$ cat src/design/ipcs_pkg.sv
// ipcs_pkg: shared types and constants for the ipv4/udp checksum generator
// holds the front-to-back queue entry, the result record and packet offsets
// no dependencies
`timescale 1ns / 1ps

package ipcs_pkg;

   localparam int QUEUE_DEPTH = 4;
   localparam int QPTR_W      = $clog2(QUEUE_DEPTH);
   localparam int QCNT_W      = $clog2(QUEUE_DEPTH + 1);

   localparam int UDP_ADD_W = 18;   // four 16-bit words summed at the length byte
   localparam int HDR_ACC_W = 21;   // at most 30 header words
   localparam int UDP_ACC_W = 32;

   localparam logic [15:0] COUNT_MAX     = 16'hFFFF;
   localparam logic [7:0]  UDP_PROTOCOL  = 8'd17;
   localparam logic [5:0]  MIN_HDR_BYTES = 6'd20;

   // byte positions inside the ipv4 header
   localparam logic [15:0] IDX_VER_IHL   = 16'd0;
   localparam logic [15:0] IDX_PROTOCOL  = 16'd9;
   localparam logic [15:0] IDX_HCK_HI    = 16'd10;
   localparam logic [15:0] IDX_HCK_LO    = 16'd11;
   localparam logic [15:0] IDX_ADDR_FIRST = 16'd12;
   localparam logic [15:0] IDX_ADDR_LAST  = 16'd19;

   // byte offsets inside the udp header
   localparam logic [15:0] OFF_LEN_HI = 16'd4;
   localparam logic [15:0] OFF_LEN_LO = 16'd5;
   localparam logic [15:0] OFF_DATA   = 16'd8;

   typedef struct packed {
      logic [15:0]          hdr_add;
      logic [UDP_ADD_W-1:0] udp_add;
      logic                 last;
      logic                 udp_ok;
      logic                 bad;
   } ipcs_entry_type;

   typedef struct packed {
      logic [15:0] header_checksum;
      logic [15:0] udp_checksum;
      logic        is_udp;
      logic        malformed;
   } ipcs_result_type;

endpackage

$ cat src/design/ipcs_front.sv
// ipcs_front: per-byte packet parser, tracks header length, protocol and udp length
// turns each byte into checksum addends and end-of-packet verdicts; uses ipcs_pkg
`timescale 1ns / 1ps

module ipcs_front (
   input  logic                    clock,
   input  logic                    reset,
   input  logic                    req_push,
   input  logic [7:0]              req_data_byte,
   input  logic                    req_last_byte,
   input  logic                    q_full,
   output logic                    q_push,
   output ipcs_pkg::ipcs_entry_type q_entry
);
   import ipcs_pkg::*;

   logic [15:0]     cnt_ff, cnt_in;
   logic [5:0]      hb_ff, hb_in;
   logic [7:0]      proto_ff, proto_in;
   logic [15:0]     len_ff, len_in;
   logic            known_ff, known_in;
   logic [7:0]      hi_ff, hi_in;
   logic [0:3][7:0] port_ff, port_in;

   logic            active;
   logic [5:0]      hb_now;
   logic [7:0]      proto_now;
   logic [15:0]     v;
   logic            udp_seg;
   logic [15:0]     off;
   logic [15:0]     len_new;
   logic [15:0]     w0, w1, w2;
   logic [17:0]     len_sum;
   logic            take_len;
   logic [15:0]     len_now;
   logic            known_now;
   logic [15:0]     n;
   logic            bad_hdr;
   logic            udp_short;
   logic            is_udp_proto;

   assign q_push = req_push && !q_full;

   always_comb begin
      active    = cnt_ff != COUNT_MAX;
      hb_now    = (cnt_ff == IDX_VER_IHL) ? {req_data_byte[3:0], 2'b00} : hb_ff;
      proto_now = (active && cnt_ff == IDX_PROTOCOL) ? req_data_byte : proto_ff;
      v         = cnt_ff[0] ? {8'h00, req_data_byte} : {req_data_byte, 8'h00};
      udp_seg   = active && proto_now == UDP_PROTOCOL && hb_now >= MIN_HDR_BYTES &&
                  cnt_ff >= {10'b0, hb_now};
      off       = cnt_ff - {10'b0, hb_now};
      take_len  = udp_seg && off == OFF_LEN_LO;
      len_new   = {hi_ff, req_data_byte};
      // port words and length bytes only count where they lie inside the udp length
      w0 = {port_ff[0] & {8{len_new != 16'd0}}, port_ff[1] & {8{len_new > 16'd1}}};
      w1 = {port_ff[2] & {8{len_new > 16'd2}}, port_ff[3] & {8{len_new > 16'd3}}};
      w2 = {hi_ff & {8{len_new > 16'd4}}, req_data_byte & {8{len_new > 16'd5}}};
      len_sum = {2'b0, w0} + {2'b0, w1} + {2'b0, w2} + {2'b0, len_new};

      len_now   = take_len ? len_new : len_ff;
      known_now = take_len || known_ff;
      n         = active ? cnt_ff + 16'd1 : cnt_ff;
      is_udp_proto = proto_now == UDP_PROTOCOL;
      bad_hdr   = hb_now < MIN_HDR_BYTES || n < {10'b0, hb_now};
      udp_short = !known_now ||
                  {1'b0, n} < ({11'b0, hb_now} + {1'b0, len_now});

      q_entry.hdr_add = (active && cnt_ff < {10'b0, hb_now} && cnt_ff != IDX_HCK_HI &&
                         cnt_ff != IDX_HCK_LO) ? v : 16'h0000;
      if (active && cnt_ff >= IDX_ADDR_FIRST && cnt_ff <= IDX_ADDR_LAST) begin
         q_entry.udp_add = {2'b0, v};
      end else if (take_len) begin
         q_entry.udp_add = len_sum;
      end else if (udp_seg && off >= OFF_DATA && known_ff && off < len_ff) begin
         q_entry.udp_add = {2'b0, v};
      end else begin
         q_entry.udp_add = '0;
      end
      q_entry.last   = req_last_byte;
      q_entry.udp_ok = !bad_hdr && is_udp_proto && !udp_short;
      q_entry.bad    = bad_hdr || (is_udp_proto && udp_short);

      cnt_in   = cnt_ff;
      hb_in    = hb_ff;
      proto_in = proto_ff;
      len_in   = len_ff;
      known_in = known_ff;
      hi_in    = hi_ff;
      port_in  = port_ff;
      if (q_push) begin
         if (req_last_byte) begin
            cnt_in   = '0;
            hb_in    = '0;
            proto_in = '0;
            len_in   = '0;
            known_in = 1'b0;
            hi_in    = '0;
            port_in  = '0;
         end else if (active) begin
            cnt_in   = cnt_ff + 16'd1;
            hb_in    = hb_now;
            proto_in = proto_now;
            if (udp_seg && off < OFF_LEN_HI) begin
               port_in[off[1:0]] = req_data_byte;
            end
            if (udp_seg && off == OFF_LEN_HI) begin
               hi_in = req_data_byte;
            end
            if (take_len) begin
               len_in   = len_new;
               known_in = 1'b1;
            end
         end
      end
   end

   always_ff @(posedge clock) begin
      if (reset) begin
         cnt_ff   <= '0;
         hb_ff    <= '0;
         proto_ff <= '0;
         len_ff   <= '0;
         known_ff <= 1'b0;
         hi_ff    <= '0;
         port_ff  <= '0;
      end else begin
         cnt_ff   <= cnt_in;
         hb_ff    <= hb_in;
         proto_ff <= proto_in;
         len_ff   <= len_in;
         known_ff <= known_in;
         hi_ff    <= hi_in;
         port_ff  <= port_in;
      end
   end

endmodule

$ cat src/design/ipcs_queue.sv
// ipcs_queue: short flop-based queue of parsed beats between front and back
// uses ipcs_pkg for the entry type and depth
`timescale 1ns / 1ps

module ipcs_queue (
   input  logic                    clock,
   input  logic                    reset,
   input  logic                    push,
   input  ipcs_pkg::ipcs_entry_type din,
   output logic                    full,
   input  logic                    pop,
   output logic                    empty,
   output ipcs_pkg::ipcs_entry_type dout
);
   import ipcs_pkg::*;

   ipcs_entry_type     mem_ff [QUEUE_DEPTH];
   logic [QPTR_W-1:0]  wr_ff, wr_in;
   logic [QPTR_W-1:0]  rd_ff, rd_in;
   logic [QCNT_W-1:0]  cnt_ff, cnt_in;
   logic               do_pop;

   assign full   = cnt_ff == QCNT_W'(QUEUE_DEPTH);
   assign empty  = cnt_ff == '0;
   assign dout   = mem_ff[rd_ff];
   assign do_pop = pop && !empty;

   always_comb begin
      wr_in  = push ? wr_ff + 1'b1 : wr_ff;
      rd_in  = do_pop ? rd_ff + 1'b1 : rd_ff;
      cnt_in = cnt_ff + QCNT_W'(push) - QCNT_W'(do_pop);
   end

   always_ff @(posedge clock) begin
      if (push) begin
         mem_ff[wr_ff] <= din;
      end
   end

   always_ff @(posedge clock) begin
      if (reset) begin
         wr_ff  <= '0;
         rd_ff  <= '0;
         cnt_ff <= '0;
      end else begin
         wr_ff  <= wr_in;
         rd_ff  <= rd_in;
         cnt_ff <= cnt_in;
      end
   end

endmodule

$ cat src/design/ipcs_back.sv
// ipcs_back: checksum accumulators, end-around-carry fold and result queue
// consumes parsed beats from ipcs_queue; uses ipcs_pkg
`timescale 1ns / 1ps

module ipcs_back (
   input  logic                    clock,
   input  logic                    reset,
   input  logic                    q_empty,
   input  ipcs_pkg::ipcs_entry_type q_entry,
   output logic                    q_pop,
   output logic                    rsp_empty,
   input  logic                    rsp_pop,
   output logic [15:0]             rsp_header_checksum,
   output logic [15:0]             rsp_udp_checksum,
   output logic                    rsp_is_udp,
   output logic                    rsp_malformed
);
   import ipcs_pkg::*;

   // two folds bring any 32-bit total back to a 16-bit one's complement sum
   function automatic logic [15:0] fold(input logic [UDP_ACC_W-1:0] t);
      logic [16:0] s1;
      logic [16:0] s2;
      s1 = {1'b0, t[31:16]} + {1'b0, t[15:0]};
      s2 = {1'b0, s1[15:0]} + {16'b0, s1[16]};
      return s2[15:0];
   endfunction

   logic [HDR_ACC_W-1:0] hacc_ff, hacc_in;
   logic [UDP_ACC_W-1:0] uacc_ff, uacc_in;
   logic                 fin_valid_ff, fin_valid_in;
   logic [HDR_ACC_W-1:0] fin_h_ff, fin_h_in;
   logic [UDP_ACC_W-1:0] fin_u_ff, fin_u_in;
   logic                 fin_ok_ff, fin_ok_in;
   logic                 fin_bad_ff, fin_bad_in;

   ipcs_result_type      out_mem_ff [QUEUE_DEPTH];
   logic [QPTR_W-1:0]    out_wr_ff, out_wr_in;
   logic [QPTR_W-1:0]    out_rd_ff, out_rd_in;
   logic [QCNT_W-1:0]    out_cnt_ff, out_cnt_in;

   logic [HDR_ACC_W-1:0] h_sum;
   logic [UDP_ACC_W-1:0] u_sum;
   logic [QCNT_W-1:0]    pending;
   logic                 room;
   logic                 out_pop;
   ipcs_result_type      fin_res;
   ipcs_result_type      head;

   always_comb begin
      // a packet end may only leave when its result has a slot reserved
      pending = out_cnt_ff + QCNT_W'(fin_valid_ff);
      room    = pending < QCNT_W'(QUEUE_DEPTH);
      q_pop   = !q_empty && (!q_entry.last || room);

      h_sum = hacc_ff + HDR_ACC_W'(q_entry.hdr_add);
      u_sum = uacc_ff + UDP_ACC_W'(q_entry.udp_add) +
              ((q_entry.last && q_entry.udp_ok) ? UDP_ACC_W'(UDP_PROTOCOL) : '0);

      hacc_in      = hacc_ff;
      uacc_in      = uacc_ff;
      fin_valid_in = q_pop && q_entry.last;
      fin_h_in     = fin_h_ff;
      fin_u_in     = fin_u_ff;
      fin_ok_in    = fin_ok_ff;
      fin_bad_in   = fin_bad_ff;
      if (q_pop) begin
         if (q_entry.last) begin
            hacc_in    = '0;
            uacc_in    = '0;
            fin_h_in   = h_sum;
            fin_u_in   = u_sum;
            fin_ok_in  = q_entry.udp_ok;
            fin_bad_in = q_entry.bad;
         end else begin
            hacc_in = h_sum;
            uacc_in = u_sum;
         end
      end

      fin_res.header_checksum = ~fold(UDP_ACC_W'(fin_h_ff));
      fin_res.udp_checksum    = fin_ok_ff ? ~fold(fin_u_ff) : 16'h0000;
      fin_res.is_udp          = fin_ok_ff;
      fin_res.malformed       = fin_bad_ff;

      out_pop    = rsp_pop && !rsp_empty;
      out_wr_in  = fin_valid_ff ? out_wr_ff + 1'b1 : out_wr_ff;
      out_rd_in  = out_pop ? out_rd_ff + 1'b1 : out_rd_ff;
      out_cnt_in = out_cnt_ff + QCNT_W'(fin_valid_ff) - QCNT_W'(out_pop);
   end

   assign rsp_empty           = out_cnt_ff == '0;
   assign head                = out_mem_ff[out_rd_ff];
   assign rsp_header_checksum = head.header_checksum;
   assign rsp_udp_checksum    = head.udp_checksum;
   assign rsp_is_udp          = head.is_udp;
   assign rsp_malformed       = head.malformed;

   always_ff @(posedge clock) begin
      fin_h_ff   <= fin_h_in;
      fin_u_ff   <= fin_u_in;
      fin_ok_ff  <= fin_ok_in;
      fin_bad_ff <= fin_bad_in;
      if (fin_valid_ff) begin
         out_mem_ff[out_wr_ff] <= fin_res;
      end
   end

   always_ff @(posedge clock) begin
      if (reset) begin
         hacc_ff      <= '0;
         uacc_ff      <= '0;
         fin_valid_ff <= 1'b0;
         out_wr_ff    <= '0;
         out_rd_ff    <= '0;
         out_cnt_ff   <= '0;
      end else begin
         hacc_ff      <= hacc_in;
         uacc_ff      <= uacc_in;
         fin_valid_ff <= fin_valid_in;
         out_wr_ff    <= out_wr_in;
         out_rd_ff    <= out_rd_in;
         out_cnt_ff   <= out_cnt_in;
      end
   end

endmodule

$ cat src/design/ipv4_udp_checksum_generator_unit.sv
// ipv4 header and udp checksum generator, one packet byte per beat
// throughput: one byte per cycle while req_full is low
// after the last byte is accepted, its beat passes the parsed-beat queue, the fin registers
// and the result queue before rsp_empty falls and the result can be popped
// one result per packet; a 4-deep parsed-beat queue and a 4-deep result queue decouple sides
// synchronous active-high reset empties both queues and clears the parser state and the accumulators
`timescale 1ns / 1ps

module ipv4_udp_checksum_generator_unit (
   input  logic        clock,
   input  logic        reset,
   input  logic        req_push,
   output logic        req_full,
   input  logic [7:0]  req_data_byte,
   input  logic        req_last_byte,
   output logic        rsp_empty,
   input  logic        rsp_pop,
   output logic [15:0] rsp_header_checksum,
   output logic [15:0] rsp_udp_checksum,
   output logic        rsp_is_udp,
   output logic        rsp_malformed
);
   import ipcs_pkg::*;

   ipcs_entry_type front_entry;
   ipcs_entry_type back_entry;
   logic           q_push;
   logic           q_full;
   logic           q_pop;
   logic           q_empty;

   assign req_full = q_full;

   ipcs_front u_front (
      .clock         (clock),
      .reset         (reset),
      .req_push      (req_push),
      .req_data_byte (req_data_byte),
      .req_last_byte (req_last_byte),
      .q_full        (q_full),
      .q_push        (q_push),
      .q_entry       (front_entry)
   );

   ipcs_queue u_queue (
      .clock (clock),
      .reset (reset),
      .push  (q_push),
      .din   (front_entry),
      .full  (q_full),
      .pop   (q_pop),
      .empty (q_empty),
      .dout  (back_entry)
   );

   ipcs_back u_back (
      .clock               (clock),
      .reset               (reset),
      .q_empty             (q_empty),
      .q_entry             (back_entry),
      .q_pop               (q_pop),
      .rsp_empty           (rsp_empty),
      .rsp_pop             (rsp_pop),
      .rsp_header_checksum (rsp_header_checksum),
      .rsp_udp_checksum    (rsp_udp_checksum),
      .rsp_is_udp          (rsp_is_udp),
      .rsp_malformed       (rsp_malformed)
   );

endmodule

$ cat config.mk
export PLATFORM = sky130hd
export DESIGN_NAME = ipv4_udp_checksum_generator_unit
export DESIGN_NICKNAME = d
export VERILOG_FILES = /design/src/design/ipcs_pkg.sv /design/src/design/ipcs_front.sv /design/src/design/ipcs_queue.sv /design/src/design/ipcs_back.sv /design/src/design/ipv4_udp_checksum_generator_unit.sv
export SDC_FILE = /design/constraint.sdc
export NUM_CORES = 1
export LEC_CHECK = 0
export BUFFER_PORTS_ARGS = -buffer_cell sky130_fd_sc_hd__buf_2
export CAP_MARGIN = 30
export CELL_PAD_IN_SITES_DETAIL_PLACEMENT = 0
export CELL_PAD_IN_SITES_GLOBAL_PLACEMENT = 1
export CORE_UTILIZATION = 52
export CTS_CLUSTER_DIAMETER = 50
export DETAILED_ROUTE_END_ITERATION = 8
export GPL_TIMING_DRIVEN = 0
export PLACE_DENSITY = 0.89
export SETUP_SLACK_MARGIN = 0.05
export SYNTH_ARGS = -nofsm -noshare
export SYNTH_HDL_FRONTEND = slang
export SYNTH_SLANG_ARGS = --single-unit
$ cat constraint.sdc
create_clock -name clock -period 11.3 [get_ports clock]
set_clock_uncertainty 0.15 [all_clocks]
set_input_delay 1.695 -clock clock [delete_from_list [all_inputs] [get_ports clock]]
set_output_delay 1.695 -clock clock [all_outputs]
set_load 0.005 [all_outputs]
## After elaboration in Yosys (flattened, before gate mapping)

Memory sizes are Yosys's and may differ from the RTL's. A register that Yosys moved wholly into a read port is not among the register bits.
Cells that the tools add are included.

- $add $sub $neg: 21
- Order comparisons: 19
- Muxes and demuxes: 40
- Bitwise logic cells: 9
- Reduce and logical (&&, ||, !) cells: 50
- Eq/ne operators: 8

Operator list:

| kind | number |
|---|---|
| 2-to-1 mux 16 bit | 9 |
| 2-to-1 mux 32 bit | 4 |
| 2-to-1 mux 8 bit | 7 |
| AND 8 bit | 6 |
| adder 18 x 16 -> 18 bit | 2 |
| 2-to-1 mux 18 bit | 2 |
| adder 16 x 16 -> 17 bit | 2 |
| adder 16 x 1 -> 16 bit | 2 |
| adder 32 x 18 -> 32 bit | 1 |
| adder 32 bit | 1 |
| bitwise mux 32 bit | 1 |
| equality test 16 x 3 -> 1 bit, second input constant | 2 |
| >= comparator 16 x 4 -> 1 bit, second input constant | 2 |
| greater-than comparator 16 x 2 -> 1 bit, second input constant | 2 |
| greater-than comparator 16 x 3 -> 1 bit, second input constant | 2 |
| less-than comparator 16 x 6 -> 1 bit | 2 |
| inequality test 16 x 4 -> 1 bit, second input constant | 2 |
| inverter 16 bit | 2 |
| logical AND 1 bit | 25 |
| adder 21 x 16 -> 21 bit | 1 |
| 2-to-1 mux 21 bit | 1 |
| 2-to-1 mux 6 bit | 3 |
| adder 5 x 16 -> 17 bit | 1 |
| adder 6 x 16 -> 17 bit | 1 |
| other kinds (33) | 64 |

- Memories kept: 2
- Output and inout port bits: 36
- Memory bits (writable): 284
- Register bits: 210
- Word-level logic and storage cells: 172

Memories:

| memory | words | width | rd ports | clocked after Yosys merged registers in | wr ports | line | RTL |
|---|---|---|---|---|---|---|---|
| u_queue.mem_ff | 4 | 37 | 1 | 1 | 1 | ipcs_queue.sv:17 | `ipcs_entry_type mem_ff [QUEUE_DEPTH];` |
| u_back.out_mem_ff | 4 | 34 | 1 | 1 | 1 | ipcs_back.sv:37 | `ipcs_result_type out_mem_ff [QUEUE_DEPTH];` |

## Depth between registers and ports, before layout

Gate-level depths: netlist of run 1.

- Depth in word-level cells: 14
- Depth in mapped cells: 41

## By module

A second synthesis of run 1 with hierarchy kept.

- Cell total of the unflattened synthesis: 2250
- Area total of the unflattened synthesis: 26755.7 sq um

Modules (own cells, without submodules):

| module | seq. area each (sq um) | area each (sq um) | cells each | times used |
|---|---|---|---|---|
| ipcs_back | 6996.7 | 12942.4 | 1025 | 1 |
| ipcs_front | 1741.7 | 7948.9 | 987 | 1 |
| ipcs_queue | 4624.4 | 5864.4 | 238 | 1 |

## Worst setup path before layout of run 1

No wires, ideal clock.

- Kind: register -> register
- Start point: reg u_front.cnt_ff[0]
- End point: mem u_queue.mem_ff[0][1] (netlist bit) (data pin)
- Buffers on the path: 3
- Cell stages (with the launch flop): 40
- Data required time: 10947 ps
- Slack: 3240 ps
- Arrival time: 7707 ps
- Cell sequence: dfxtp_1 -> clkbuf_1 -> inv_2 -> ha_1 -> or3b_2 -> nor4_4 -> nor2_1 -> ha_1 -> fa_1 -> nor2_1 -> mux2_2 -> o211a_2 -> xnor2_1 -> a2111oi_0 -> and3b_1 -> nand4_1 -> clkbuf_1 -> o21ai_0 -> [4 not listed] -> o21ai_0 -> nand2b_1 -> o21ai_0 -> nor4_1 -> a211oi_1 -> maj3_1 -> buf_4 -> nor3_1 -> xnor2_1 -> a22o_1 -> ha_1 -> nand3_1 -> a21oi_1 -> o31ai_1 -> a21oi_1 -> a211oi_1 -> a211o_1 -> nor3_1

RTL lines:

| element | line | RTL |
|---|---|---|
| start, declared | ipcs_front.sv:17 | `logic [15:0] cnt_ff, cnt_in;` |
| start signal, assigned | ipcs_front.sv:127 | `cnt_ff <= cnt_in;` |
| end, declared | ipcs_queue.sv:17 |  |

==> results by group, run 1 <==
Power and ir drop
  – Leakage: 11.04 nW
  – P per Cell Area: 242.2 mW/mm^2
  – Highest ir drop seen on vdd: 0.1551 mV

Floorplanning
  – Chip height: 228.0 um
  – Placeable core area: 0.05027 mm^2
  – Die area: 0.05198 mm^2
  – Starting Density: 52.83%
  – I/O Pins: 49
  – Row count: 82
  – Die X-Extent: 228.0 um

Synthesis
  – Cells after Synth: 2332
  – Top cell type's share of synthesized area: 38.33%
  – Seq/Total Area, Yosys: 50.32%
  – FFs w/ async S/R, synth: 0%
  – Syn_nets: 2537
  – Post-synth EDFFs: 339
  – Seq cells post-synth: 498
  – Synthesized area per cell: 11.39 um^2
  – Largest area contributor in the netlist: edfxtp_1
  – Primary FF master, synth: edfxtp_1
  – Mapped Area: 0.02656 mm^2
  – Total number of yosys warnings: 0
  – Largest cells by area after synthesis: edfxtp_1 38%, dfxtp_1 12%, ha_1 7.8%
  – Library cells used by synthesis: 75

Placement
  – Dpl cell area: 0.02776 mm^2
  – Hpwl dp: 46.66 mm
  – Placed instance count: 3056
  – GPL Wtd Cong: 0.9065
  – Port bufs: 46

Layout
  – Layout area overhead: 11.45%
  – Layout cell share with drive strength beyond 1: 10.10%
  – Post-route cell area: 0.02960 mm^2
  – Sequential cell area: 0.01336 mm^2
  – Fillers: 4101
  – Post-Layout Cell Count: 3159
  – Final nets: 2646
  – Final core utilization: 58.88%
  – Area of the multi-input gates: 0.01216 mm^2

Detailed routing
  – Router iterations before antenna repair: 5
  – Residual DRC count: 0
  – DRT antenna net count: 0
  – Vias per cell: 5.829
  – DRT Wirelength: 62.62 mm
  – WL per Instance: 19.82 um
  – DR vias: 18410
  – Initial DRC Count: 1245

CTS
  – Reg clk slew, reported paths: 0.06 ns
  – H-tree depth: 2
  – Post-CTS Hold Buffers: 0
  – Cts bufs inserted: 53
  – Clock tree buffer depth: 3
  – CTS root buf: clkbuf_16
  – CTS tree: yes
  – Post-CTS sizing: 0
  – Clk_lat worst skew: 0.62 ns
  – Sinks on Clock Net: 498
  – Post-CTS setup buffers: 0

Timing
  – Final setup TNS: 0 ns
  – Tcrit/Tclk final: 93.43%
  – Final setup fails: 0
  – Fmax: 94.71 MHz
  – RSZ-0062 raised after global routing: no
  – Tmin final: 10.56 ns
  – Slew HR: 30.06%
  – Final hold viol count: 0
  – Worst-margin pin slew: 1.049 ns
  – Slew Viols, Final: 0

Critical path
  – Worst Setup End Kind: flop
  – Worst EP required: 11.49 ns
  – Startpoint Class: flop
  – Crit path max-delay cell type: buf_1
  – Max incr delay on CP: 0.63 ns
  – Worst-path fanout max: 13
  – Critical Path AT: 10.75 ns
  – Critical path class: flop to flop

Global routing
  – Total GRT Usage: 24.20%
  – First-pass GRT wire length: 99.71 mm
  – Largest net degree at the start of global routing: 35
  – Initial antenna violation count: 1
  – Vias in the first global route: 18720
  – Global route overflow: 0

Flow run
  – Maxcap violations: 0

Worst hold path
  – Worst hold path type: flop to flop

Status
  – Outcome: finished clean
-- sequential cells by signal, indices dropped and copies added, names as in the netlist, 16 cells and up, named ones only --
signal             count
u_queue.mem_ff       148
u_back.out_mem_ff    136
u_back.fin_u_ff       32
u_back.uacc_ff        32
u_front.port_ff       32
u_back.fin_h_ff       21
u_back.hacc_ff        21
u_front.cnt_ff        16
u_front.len_ff        16
-- power by group --
part | internal (W) | total, W | switching [W]
combinational | 0.00110 | 0.00273 | 0.00163
sequential | 0.00253 | 0.00268 | 0.000147
clock | 0.00101 | 0.00177 | 0.000752
total | 0.00464 | 0.00717 | 0.00253
-- path summary, 6_finish.rpt --
kind,slack (ns),start,cells past startpoint,endpoint
max,0.74,u_front.cnt_ff[0]$_SDFFE_PP0P_,39,u_queue.mem_ff[2][1]$_DFFE_PP_
min,0.28,u_front.hb_ff[1]$_SDFFE_PP0P_,2,u_front.hb_ff[1]$_SDFFE_PP0P_
max reg2reg,0.74,u_front.cnt_ff[0]$_SDFFE_PP0P_,39,u_queue.mem_ff[2][1]$_DFFE_PP_
min reg2reg,0.28,u_front.hb_ff[1]$_SDFFE_PP0P_,2,u_front.hb_ff[1]$_SDFFE_PP0P_
-- cells in the mapped netlist, types with 7 or more instances --
| master | count |
|---|---|
| clkbuf_1 | 76 |
| a21o_1 | 25 |
| a22oi_1 | 112 |
| edfxtp_1 | 339 |
| a211oi_1 | 11 |
| nor2b_1 | 59 |
| xnor2_1 | 107 |
| nand2_1 | 96 |
| nor4_1 | 11 |
| a21oi_1 | 122 |
| o31ai_1 | 18 |
| a31oi_1 | 11 |
| or2_2 | 7 |
| mux4_2 | 71 |
| dfxtp_1 | 159 |
| o211ai_1 | 12 |
| nand3_1 | 40 |
| nor3_1 | 65 |
| nand2b_1 | 12 |
| a21boi_0 | 8 |
| xor2_1 | 53 |
| buf_1 | 17 |
| ha_1 | 165 |
| a2111oi_0 | 8 |
| inv_1 | 172 |
| or3_1 | 19 |
| nand4_1 | 20 |
| nor2_1 | 233 |
| a22o_1 | 18 |
| o21a_1 | 19 |
| o21bai_1 | 21 |
| and2_1 | 22 |
| fa_1 | 27 |
| and3_1 | 15 |
| o21ai_0 | 73 |
-- critical path: cells and delay by family (launching register included) --
family / cells / cell delay (ns)
xor+xnor: 2 / 0.56
compound gates: 14 / 3.15
simple gates: 12 / 2.11
buf+inv: 6 / 2.27
flops: 1 / 0.38
fa+ha+maj: 5 / 1.65
-- kinds of logic after synthesis --
kind of cell,Yosys count,synth area share (%)
flops,498,50.32
compound gates,493,12.40
mux,81,6.501
xor+xnor,160,5.277
fa+ha+maj,197,10.00
simple gates,630,11.54
buf+inv,273,3.967
-- layout make-up --
class | count | area share (%)
Sequential cell | 498 | 45.15
Multi-Input combinational cell | 1561 | 41.08
Clock buffer | 64 | 4.823
Tap cell | 672 | 2.841
Inverter | 174 | 2.207
Buffer | 99 | 1.353
Clock inverter | 36 | 1.327
Timing Repair Buffer | 54 | 1.217
Antenna cell | 1 | 0.008454
-- metal layers --
| metal | wire, um | GRT usage [%] | vias up |
|---|---|---|---|
| met4 | 2408 | 10.38 | 0 |
| met5 | 0 | 0 | - |
| li1 | - | - | 8799 |
| met1 | 26120 | 30.20 | 8919 |
| met3 | 3380 | 3.850 | 154 |
| met2 | 30710 | 41.65 | 541 |
-- metrics by stage --
| step | hold WS (ns) | worst slack [ns] | total power, W |
|---|---|---|---|
| 6_report | 0.2823 | 0.7419 | 0.007168 |
| 3_3_place_gp | 0.2671 | 1.120 | 0.005273 |
| 4_1_cts | 0.2813 | 1.029 | 0.007203 |
| 5_1_grt | 0.3237 | 0.1102 | 0.007587 |
| 2_1_floorplan | 0.2586 | 3.240 | 0.004673 |
| 3_5_place_dp | 0.2729 | 1.111 | 0.005414 |
-- cell usage in the layout, fill, tap and decap left out, types with 49 or more instances in the layout --
| cell | netlist | layout |
|---|---|---|
| nor3_1 | 65 | 65 |
| clkbuf_1 | 76 | 81 |
| inv_1 | 172 | 172 |
| nor2_1 | 233 | 232 |
| xor2_1 | 53 | 53 |
| a22oi_1 | 112 | 112 |
| dfxtp_1 | 159 | 159 |
| buf_2 | 2 | 49 |
| o21ai_0 | 73 | 73 |
| nand2_1 | 96 | 96 |
| ha_1 | 165 | 165 |
| edfxtp_1 | 339 | 339 |
| nor2b_1 | 59 | 59 |
| xnor2_1 | 107 | 107 |
| mux4_2 | 71 | 71 |
| clkbuf_16 | 0 | 53 |
| a21oi_1 | 122 | 122 |
Power figures use the tool's default switching activity.
==> run 2: changes to the inputs <==
--- a/config.mk
+++ b/config.mk
@@ -9,12 +9,14 @@
 export CAP_MARGIN = 30
 export CELL_PAD_IN_SITES_DETAIL_PLACEMENT = 0
 export CELL_PAD_IN_SITES_GLOBAL_PLACEMENT = 1
-export CORE_UTILIZATION = 52
+export CORE_UTILIZATION = 54
+export CTS_BUF_LIST = sky130_fd_sc_hd__clkbuf_8
 export CTS_CLUSTER_DIAMETER = 50
 export DETAILED_ROUTE_END_ITERATION = 8
 export GPL_TIMING_DRIVEN = 0
-export PLACE_DENSITY = 0.89
+export PLACE_DENSITY = 0.91
 export SETUP_SLACK_MARGIN = 0.05
 export SYNTH_ARGS = -nofsm -noshare
 export SYNTH_HDL_FRONTEND = slang
+export SYNTH_HIERARCHICAL = 1
 export SYNTH_SLANG_ARGS = --single-unit
==> run 2 against run 1 <==
Wire length fell by 1.2%. Utilization grew 1.6 points. Maximum frequency up 0.91%. Final cell count shrank 1.2%. Die area fell by 3.0%. Cell area is essentially flat. Sequential cell count stayed put. Critical endpoint is now u_queue/mem_ff[3][0]$_DFFE_PP_.
==> results by group, run 2 <==
Status
  – Outcome: finished clean

Critical path
  – Top delay family on crit path: compound AO/OA/AOI/OAI gates
  – CP startpoint: u_front/cnt_ff[0]$_SDFFE_PP0P_
  – WP buf/inv: 4 (-2)
  – Critical Path AT: 10.72 ns (-0.03 ns)
  – Max incr delay on CP: 0.68 ns (+0.05 ns)
  – Worst-path fanout max: 10 (-3)
  – Critical path's most frequent cell: o21ai_0
  – Critical path class: flop to flop
  – Startpoint Class: flop
  – RR Startpoint: u_front/cnt_ff[0]$_SDFFE_PP0P_
  – Worst flop-to-flop path endpoint: u_queue/mem_ff[3][0]$_DFFE_PP_
  – Crit path max-delay cell type: or4b_2
  – Worst EP required: 11.56 ns (+0.07 ns)
  – FF-to-FF path depth: 35 (-10%)
  – Worst Setup End Kind: flop
  – Reg2reg setup slack: 0.84 ns (+0.09 ns)

Timing
  – Final setup TNS: 0 ns (unchanged)
  – Final setup fails: 0 (unchanged)
  – Tcrit/Tclk final: 92.60% (-0.84 points)
  – RSZ-0062 raised after global routing: no
  – Fmax: 95.57 MHz (+0.91%)
  – Slew HR: 24.20% (-5.9 points)
  – Slew Viols, Final: 0 (unchanged)
  – Final WS setup: 0.8366 ns (+0.09469 ns)
  – Worst-margin pin slew: 1.135 ns (+0.08546 ns)
  – Tmin final: 10.46 ns (-0.09469 ns)
  – Final hold viol count: 0 (unchanged)

Floorplanning
  – Placeable core area: 0.04895 mm^2 (-2.6%)
  – Die X-Extent: 224.6 um (-1.5%)
  – Die area: 0.05044 mm^2 (-3.0%)
  – Chip height: 224.6 um (-1.5%)
  – Row count: 81 (-1.2%)
  – Starting Density: 54.66% (+1.8 points)
  – I/O Pins: 49 (unchanged)

Detailed routing
  – Router iterations before antenna repair: 6 (+1)
  – Residual DRC count: 0 (unchanged)
  – Initial DRC Count: 1384 (+11%)
  – WL per Instance: 19.82 um (about the same)
  – DR vias: 18390 (-0.11%)
  – Vias per cell: 5.891 (+1.1%)
  – DRT Wirelength: 61.89 mm (-1.2%)
  – DRT antenna net count: 0 (unchanged)

Synthesis
  – Xor-xnor portion of the synthesized cell area: 4.948% (-0.33 points)
  – Syn_nets: 2455 (-3.2%)
  – Mux share of post-synthesis cell area: 7.108% (+0.61 points)
  – Total number of yosys warnings: 6 (+6)
  – Post-synth EDFFs: 339 (unchanged)
  – Largest cells by area after synthesis: edfxtp_1 38%, dfxtp_1 12%, ha_1 7.2%
  – Main combinational cell family by area after synthesis: compound AO/OA/AOI/OAI gates
  – FFs w/ async S/R, synth: 0% (unchanged)
  – Library cells used by synthesis: 92 (+23%)
  – Seq/Total Area, Yosys: 49.94% (-0.37 points)
  – Primary FF master, synth: edfxtp_1
  – Synth cell count leaders: 339 x edfxtp_1, 202 x nor2_1, 159 x dfxtp_1
  – Cells after Synth: 2250 (-3.5%)
  – Mapped Area: 0.02676 mm^2 (+0.74%)
  – Compound-Gate Fraction of Synth Area: 12.71% (+0.31 points)
  – Seq cells post-synth: 498 (unchanged)
  – Top cell type's share of synthesized area: 38.05% (-0.28 points)
  – Adder-Cell Fraction of Synth Area: 10.26% (+0.26 points)
  – Synthesized area per cell: 11.89 um^2 (+4.4%)
  – Largest area contributor in the netlist: edfxtp_1
  – Simple-gate share of the synthesized area: 11.79% (+0.25 points)
  – Most numerous cell in the Yosys netlist: edfxtp_1

CTS
  – Post-CTS sizing: 0 (unchanged)
  – Clock tree buffer depth: 3 (unchanged)
  – H-tree depth: 3 (+1)
  – CTS tree: yes
  – Sinks on Clock Net: 498 (unchanged)
  – Cts bufs inserted: 82 (+55%)
  – Clk_lat worst skew: 0.67 ns (+0.05 ns)
  – Post-CTS Hold Buffers: 0 (unchanged)
  – Reg clk slew, reported paths: 0.06 ns (about the same)
  – CTS root buf: clkbuf_8

Worst hold path
  – Hold Crit Depth: 1 (-1)
  – Worst hold path type: flop to flop
  – Min-delay src: u_front/hb_ff[0]$_SDFFE_PP0P_
  – Worst Hold End: u_front/hb_ff[0]$_SDFFE_PP0P_

Placement
  – Dpl ws: 0.6142 ns (-0.4969 ns)
  – Port bufs: 48 (+4.3%)
  – Placed instance count: 2969 (-2.8%)
  – Hpwl dp: 45.74 mm (-2.0%)
  – Dpl cell area: 0.02795 mm^2 (+0.71%)
  – GPL Wtd Cong: 0.9127 (+0.68%)

Layout
  – Reg with most FFs: u_queue/mem_ff
  – Commonest cells after routing, fill and taps aside: 339 x edfxtp_1, 201 x nor2_1, 159 x dfxtp_1, 153 x ha_1, 125 x inv_1
  – Max reg flops: 148 (unchanged)
  – Post-route cell area: 0.02958 mm^2 (about the same)
  – Post-Layout Cell Count: 3122 (-1.2%)
  – Largest registers: u_queue/mem_ff x148, u_back/out_mem_ff x136
  – Layout cell share with drive strength beyond 1: 12.13% (+2.0 points)
  – Final nets: 2597 (-1.9%)
  – Layout area overhead: 10.57%
  – Commonest non-fill, non-tap cell in the layout: edfxtp_1

Global routing
  – Global route overflow: 0 (unchanged)
  – Vias in the first global route: 18440 (-1.5%)
  – Largest net degree at the start of global routing: 35 (unchanged)
  – First-pass GRT wire length: 97.79 mm (-1.9%)
  – Initial antenna violation count: 1 (unchanged)
  – Total GRT Usage: 24.80% (+0.60 points)

Flow run
  – Maxcap violations: 0 (unchanged)

Power and ir drop
  – Highest ir drop seen on vdd: 0.09595 mV (-38%)
  – P per Cell Area: 233.9 mW/mm^2 (-3.4%)
  – Leakage: 11.12 nW (+0.72%)
==> run 2: worst reg2reg max path: cells and delay by family (launching register included) <==
kind | cells | cell delay (ns)
buffers and inverters | 4 | 1.32
multiplexers | 1 | 0.43
AO/OA/AOI/OAI | 15 | 3.24
adder cells (fa/ha/maj) | 7 | 2.22
AND/OR/NAND/NOR | 7 | 2.30
XOR/XNOR | 1 | 0.23
flip-flops | 1 | 0.32
==> run 2: worst max path at each step <==
stage | to | slack [ns] | cells past startpoint
after floorplan | u_queue/mem_ff[0][1]$_DFFE_PP_ | 2.32 | 35
after global placement | u_queue/mem_ff[2][0]$_DFFE_PP_ | 0.75 | 35
after detailed placement | u_queue/mem_ff[3][0]$_DFFE_PP_ | 0.61 | 35
after CTS | u_queue/mem_ff[1][0]$_DFFE_PP_ | 0.58 | 35
after global routing | u_queue/mem_ff[0][0]$_DFFE_PP_ | 0.21 | 35
final | u_queue/mem_ff[3][0]$_DFFE_PP_ | 0.84 | 35
==> run 2: kinds of logic after synthesis <==
logic type,Yosys count
adders and majority gates,197
buffers and inverters,209
and+or+nand+nor,608
DFF,498
muxes,98
AOI/OAI and AO/OA,492
xor gates and xnor gates,148
==> run 2: repair_timing <==
item	4_1_cts	5_1_grt
endpoints found under the setup margin	0	4
endpoints found under the hold margin	0	0
setup buffers	0	3
==> run 2: final cells by class <==
cell class	instances	area, um^2
clock inverters	55	311.5
repair buffers	58	372.9
inverters	97	364.1
well taps	664	830.8
flip-flops and latches	498	13360
diodes	1	2.502
plain buffers	112	501.7
multi-input cells	1543	12540
fillers	3879	19370
clock buffers	94	1294
==> run 2: metrics by stage <==
stage / total power, W / hold WS, ns / util, %
2_1_floorplan: 0.004677 / 0.2709 / -
3_3_place_gp: 0.005313 / 0.2834 / 56.85
3_5_place_dp: 0.005421 / 0.2943 / 57.11
4_1_cts: 0.006953 / 0.3107 / 60.39
5_1_grt: 0.007349 / 0.3391 / 60.44
6_report: 0.006920 / 0.3152 / 60.44
==> run 2: per-layer routing <==
metal / GRT usage, % / up-vias / part of all wire, %
met2: 44.02 / 519 / 50
met4: 9.897 / 0 / 3.7
met3: 3.828 / 147 / 4.4
met1: 30.18 / 8985 / 42
li1: - / 8742 / -
met5: 0 / - / 0
==> run 2: power breakdown <==
group          total [W]  switching (W)  internal, W
combinational    0.00279        0.00164      0.00115
clock            0.00151       0.000717     0.000793
sequential       0.00262       0.000149      0.00247
==> run 3: changes to the inputs <==
--- a/config.mk
+++ b/config.mk
@@ -5,14 +5,16 @@
 export SDC_FILE = /design/constraint.sdc
 export NUM_CORES = 1
 export LEC_CHECK = 0
+export ABC_AREA = 1
 export BUFFER_PORTS_ARGS = -buffer_cell sky130_fd_sc_hd__buf_2
 export CAP_MARGIN = 30
 export CELL_PAD_IN_SITES_DETAIL_PLACEMENT = 0
 export CELL_PAD_IN_SITES_GLOBAL_PLACEMENT = 1
-export CORE_UTILIZATION = 54
+export CORE_UTILIZATION = 51
 export CTS_BUF_LIST = sky130_fd_sc_hd__clkbuf_8
 export CTS_CLUSTER_DIAMETER = 50
 export DETAILED_ROUTE_END_ITERATION = 8
+export GPL_ROUTABILITY_DRIVEN = 0
 export GPL_TIMING_DRIVEN = 0
 export PLACE_DENSITY = 0.91
 export SETUP_SLACK_MARGIN = 0.05
==> run 3 against run 2 <==
Die area up 13%. Total power is 10% higher. Non-clock buffer count shrank 7. Worst hold slack worse by 0.0039 ns. Critical path type unchanged. Synthesized area grew 7.0%. Utilization fell by 3.5 points.
==> results by group, run 3 <==
Layout
  – Commonest non-fill, non-tap cell in the layout: nand2_1
  – Reg with most FFs: u_queue/mem_ff
  – Post-route cell area: 0.03147 mm^2 (+6.4%)
  – Fillers: 4976 (+28%)
  – Layout cell share with drive strength beyond 1: 9.178% (-3.0 points)
  – Final core utilization: 56.90% (-3.5 points)
  – Max reg flops: 148 (unchanged)
  – Final nets: 3677 (+42%)
  – Largest registers: u_queue/mem_ff x148, u_back/out_mem_ff x136
  – Commonest cells after routing, fill and taps aside: 717 x nand2_1, 391 x nor2_1, 360 x inv_1, 339 x edfxtp_1, 201 x a21oi_1
  – Layout area overhead: 9.935%

Synthesis
  – Post-synth EDFFs: 339 (unchanged)
  – Largest area contributor in the netlist: edfxtp_1
  – Mapped Area: 0.02863 mm^2 (+7.0%)
  – Top cell type's share of synthesized area: 35.56% (-2.5 points)
  – Library cells used by synthesis: 67 (-27%)
  – Seq/Total Area, Yosys: 46.68% (-3.3 points)
  – Most numerous cell in the Yosys netlist: nand2_1
  – Synthesized area per cell: 8.578 um^2 (-28%)
  – Synth cell count leaders: 717 x nand2_1, 391 x nor2_1, 343 x inv_1
  – FFs w/ async S/R, synth: 0% (unchanged)
  – Primary FF master, synth: edfxtp_1
  – Total number of yosys warnings: 6 (unchanged)
  – Seq cells post-synth: 498 (unchanged)
  – Largest cells by area after synthesis: edfxtp_1 36%, dfxtp_1 11%, nand2_1 9.4%
  – Syn_nets: 3542 (+44%)
  – Cells after Synth: 3337 (+48%)

Detailed routing
  – WL met2: 35.55 mm (+15%)
  – DR vias: 23530 (+28%)
  – DRT met1 WL: 31.49 mm (+22%)
  – WL per Instance: 17.28 um (-13%)
  – Top Layer Used: met4
  – Vias per cell: 5.485 (-6.9%)
  – Router iterations before antenna repair: 6 (unchanged)
  – Initial DRC Count: 1884 (+36%)
  – DRT Wirelength: 74.11 mm (+20%)
  – Residual DRC count: 0 (unchanged)
  – DRT antenna net count: 0 (unchanged)
  – Met3 routed WL: 4.480 mm (+64%)

CTS
  – CTS tree: yes
  – Clk_lat worst skew: 0.68 ns (about the same)
  – CTS root buf: clkbuf_8
  – Clock tree buffer depth: 3 (unchanged)
  – Post-CTS setup buffers: 0 (unchanged)
  – Reg clk slew, reported paths: 0.05 ns (about the same)
  – Post-CTS Hold Buffers: 0 (unchanged)
  – Cts bufs inserted: 84 (+2.4%)
  – Sinks on Clock Net: 498 (unchanged)
  – H-tree depth: 3 (unchanged)
  – Post-CTS sizing: 0 (unchanged)

Timing
  – Worst-margin pin slew: 0.9317 ns (-0.2029 ns)
  – Final setup fails: 0 (unchanged)
  – Slew Viols, Final: 0 (unchanged)
  – Tmin final: 8.977 ns (-1.487 ns)
  – Fmax: 111.4 MHz (+17%)
  – Final WS setup: 2.323 ns (+1.487 ns)
  – Slew HR: 37.80% (+14 points)
  – RSZ-0062 raised after global routing: no
  – Final setup TNS: 0 ns (unchanged)
  – Tcrit/Tclk final: 79.44% (-13 points)
  – Final hold viol count: 0 (unchanged)

Critical path
  – Worst Setup End Kind: flop
  – WP buf/inv: 7 (+3)
  – FF-to-FF path depth: 43 (+23%)
  – Top delay family on crit path: simple AND/OR/NAND/NOR gates
  – RR Startpoint: u_front/cnt_ff[0]$_SDFFE_PP0P_
  – Startpoint Class: flop
  – Crit path max-delay cell type: clkinv_1
  – Critical path's most frequent cell: nand2_1
  – Worst-path fanout max: 13 (+3)
  – Reg2reg setup slack: 2.32 ns (+1.49 ns)
  – Max incr delay on CP: 0.56 ns (-0.12 ns)
  – Cell count along the critical path: 43 (+23%)
  – Worst flop-to-flop path endpoint: u_queue/mem_ff[0][1]$_DFFE_PP_
  – Critical Path AT: 9.27 ns (-1.45 ns)
  – Worst EP required: 11.60 ns (+0.04 ns)
  – Critical path class: flop to flop

Global routing
  – Total GRT Usage: 25.99% (+1.2 points)
  – First-pass GRT wire length: 116.5 mm (+19%)
  – Initial antenna violation count: 1 (unchanged)
  – Global route overflow: 0 (unchanged)
  – Largest net degree at the start of global routing: 38 (+8.6%)
  – Vias in the first global route: 22540 (+22%)

Floorplanning
  – Die X-Extent: 238.9 um (+6.4%)
  – Placeable core area: 0.05531 mm^2 (+13%)
  – Die area: 0.05708 mm^2 (+13%)
  – Chip height: 238.9 um (+6.4%)
  – Starting Density: 51.76% (-2.9 points)
  – I/O Pins: 49 (unchanged)
  – Row count: 86 (+6.2%)

Power and ir drop
  – Leakage: 13.24 nW (+19%)
  – Highest ir drop seen on vdd: 0.1162 mV (+21%)
  – P per Cell Area: 242.5 mW/mm^2 (+3.7%)

Placement
  – Dpl ws: 2.455 ns (+1.840 ns)
  – Dpl cell area: 0.02982 mm^2 (+6.7%)
  – Port bufs: 48 (unchanged)
  – Hpwl dp: 55.38 mm (+21%)

Worst hold path
  – Min-delay src: u_front/hb_ff[0]$_SDFFE_PP0P_
  – Hold Crit Depth: 2 (+1)
  – Worst Hold End: u_front/hb_ff[0]$_SDFFE_PP0P_
  – Worst hold path type: flop to flop

Status
  – Outcome: finished clean

Flow run
  – Maxcap violations: 0 (unchanged)
-- run 3: how the worst max path moves through the flow --
stage / to / slack (ns) / from
floorplan: u_queue/mem_ff[0][18]$_DFFE_PP_ / 4.36 / req_data_byte[3]
global placement: u_queue/mem_ff[0][1]$_DFFE_PP_ / 2.64 / u_front/cnt_ff[0]$_SDFFE_PP0P_
detailed placement: u_queue/mem_ff[1][1]$_DFFE_PP_ / 2.45 / u_front/cnt_ff[0]$_SDFFE_PP0P_
CTS: u_queue/mem_ff[0][1]$_DFFE_PP_ / 2.42 / u_front/cnt_ff[0]$_SDFFE_PP0P_
global route: u_queue/mem_ff[3][1]$_DFFE_PP_ / 1.82 / u_front/cnt_ff[0]$_SDFFE_PP0P_
finish: u_queue/mem_ff[0][1]$_DFFE_PP_ / 2.32 / u_front/cnt_ff[0]$_SDFFE_PP0P_
-- run 3: where the power goes --
group | switching [W] | leakage, nW | internal, W
sequential | 0.000128 | 4.51 | 0.00250
clock | 0.000743 | 0.926 | 0.000816
combinational | 0.00237 | 7.80 | 0.00107
-- run 3: per-layer routing --
| layer | global-route usage (%) | vias up |
|---|---|---|
| met5 | 0 | - |
| met4 | 11.03 | 0 |
| met3 | 3.684 | 154 |
| met2 | 44.43 | 795 |
| met1 | 32.84 | 11020 |
| li1 | - | 11560 |
-- run 3: layout make-up --
type                       instances  area, um^2  share of cell area [%]
inverter                         354        1329                   4.222
buffer                           114       543.0                   1.726
multi-input combinational       2371       13390                   42.55
clock inverter                    65       406.6                   1.292
sequential                       498       13360                   42.46
tap                              748       935.9                   2.974
antenna                            1       2.502                0.007952
timing repair buffer              49       260.3                  0.8270
clock buffer                      90        1239                   3.936
-- run 3: logic make-up (layout without fill, tap and decap cells) --
kind of cell,count (synthesis),in the layout,share of synthesized area (%)
adder cells (fa/ha/maj),192,192,9.415
other,0,1,0
flip-flops,498,498,46.68
XOR/XNOR,74,74,2.317
AND/OR/NAND/NOR,1524,1524,23.58
buffers and inverters,468,672,6.539
AO/OA/AOI/OAI,581,581,11.47
-- run 3: stage by stage --
stage | power [W] | hold slack (ns) | std cells
finish | 0.007633 | 0.3113 | 4290
global route | 0.008192 | 0.3278 | 4290
CTS | 0.007644 | 0.3112 | 4289
detailed placement | 0.006058 | 0.3024 | 4134
global placement | 0.005957 | 0.2965 | 4133
floorplan | 0.005044 | 0.2823 | 3337
-- run 3: worst min-delay path, stage by stage (launching register included) --
cell and delay (ns):
dfxtp_1 0.31, nand3_1 0.08, inv_1 0.04
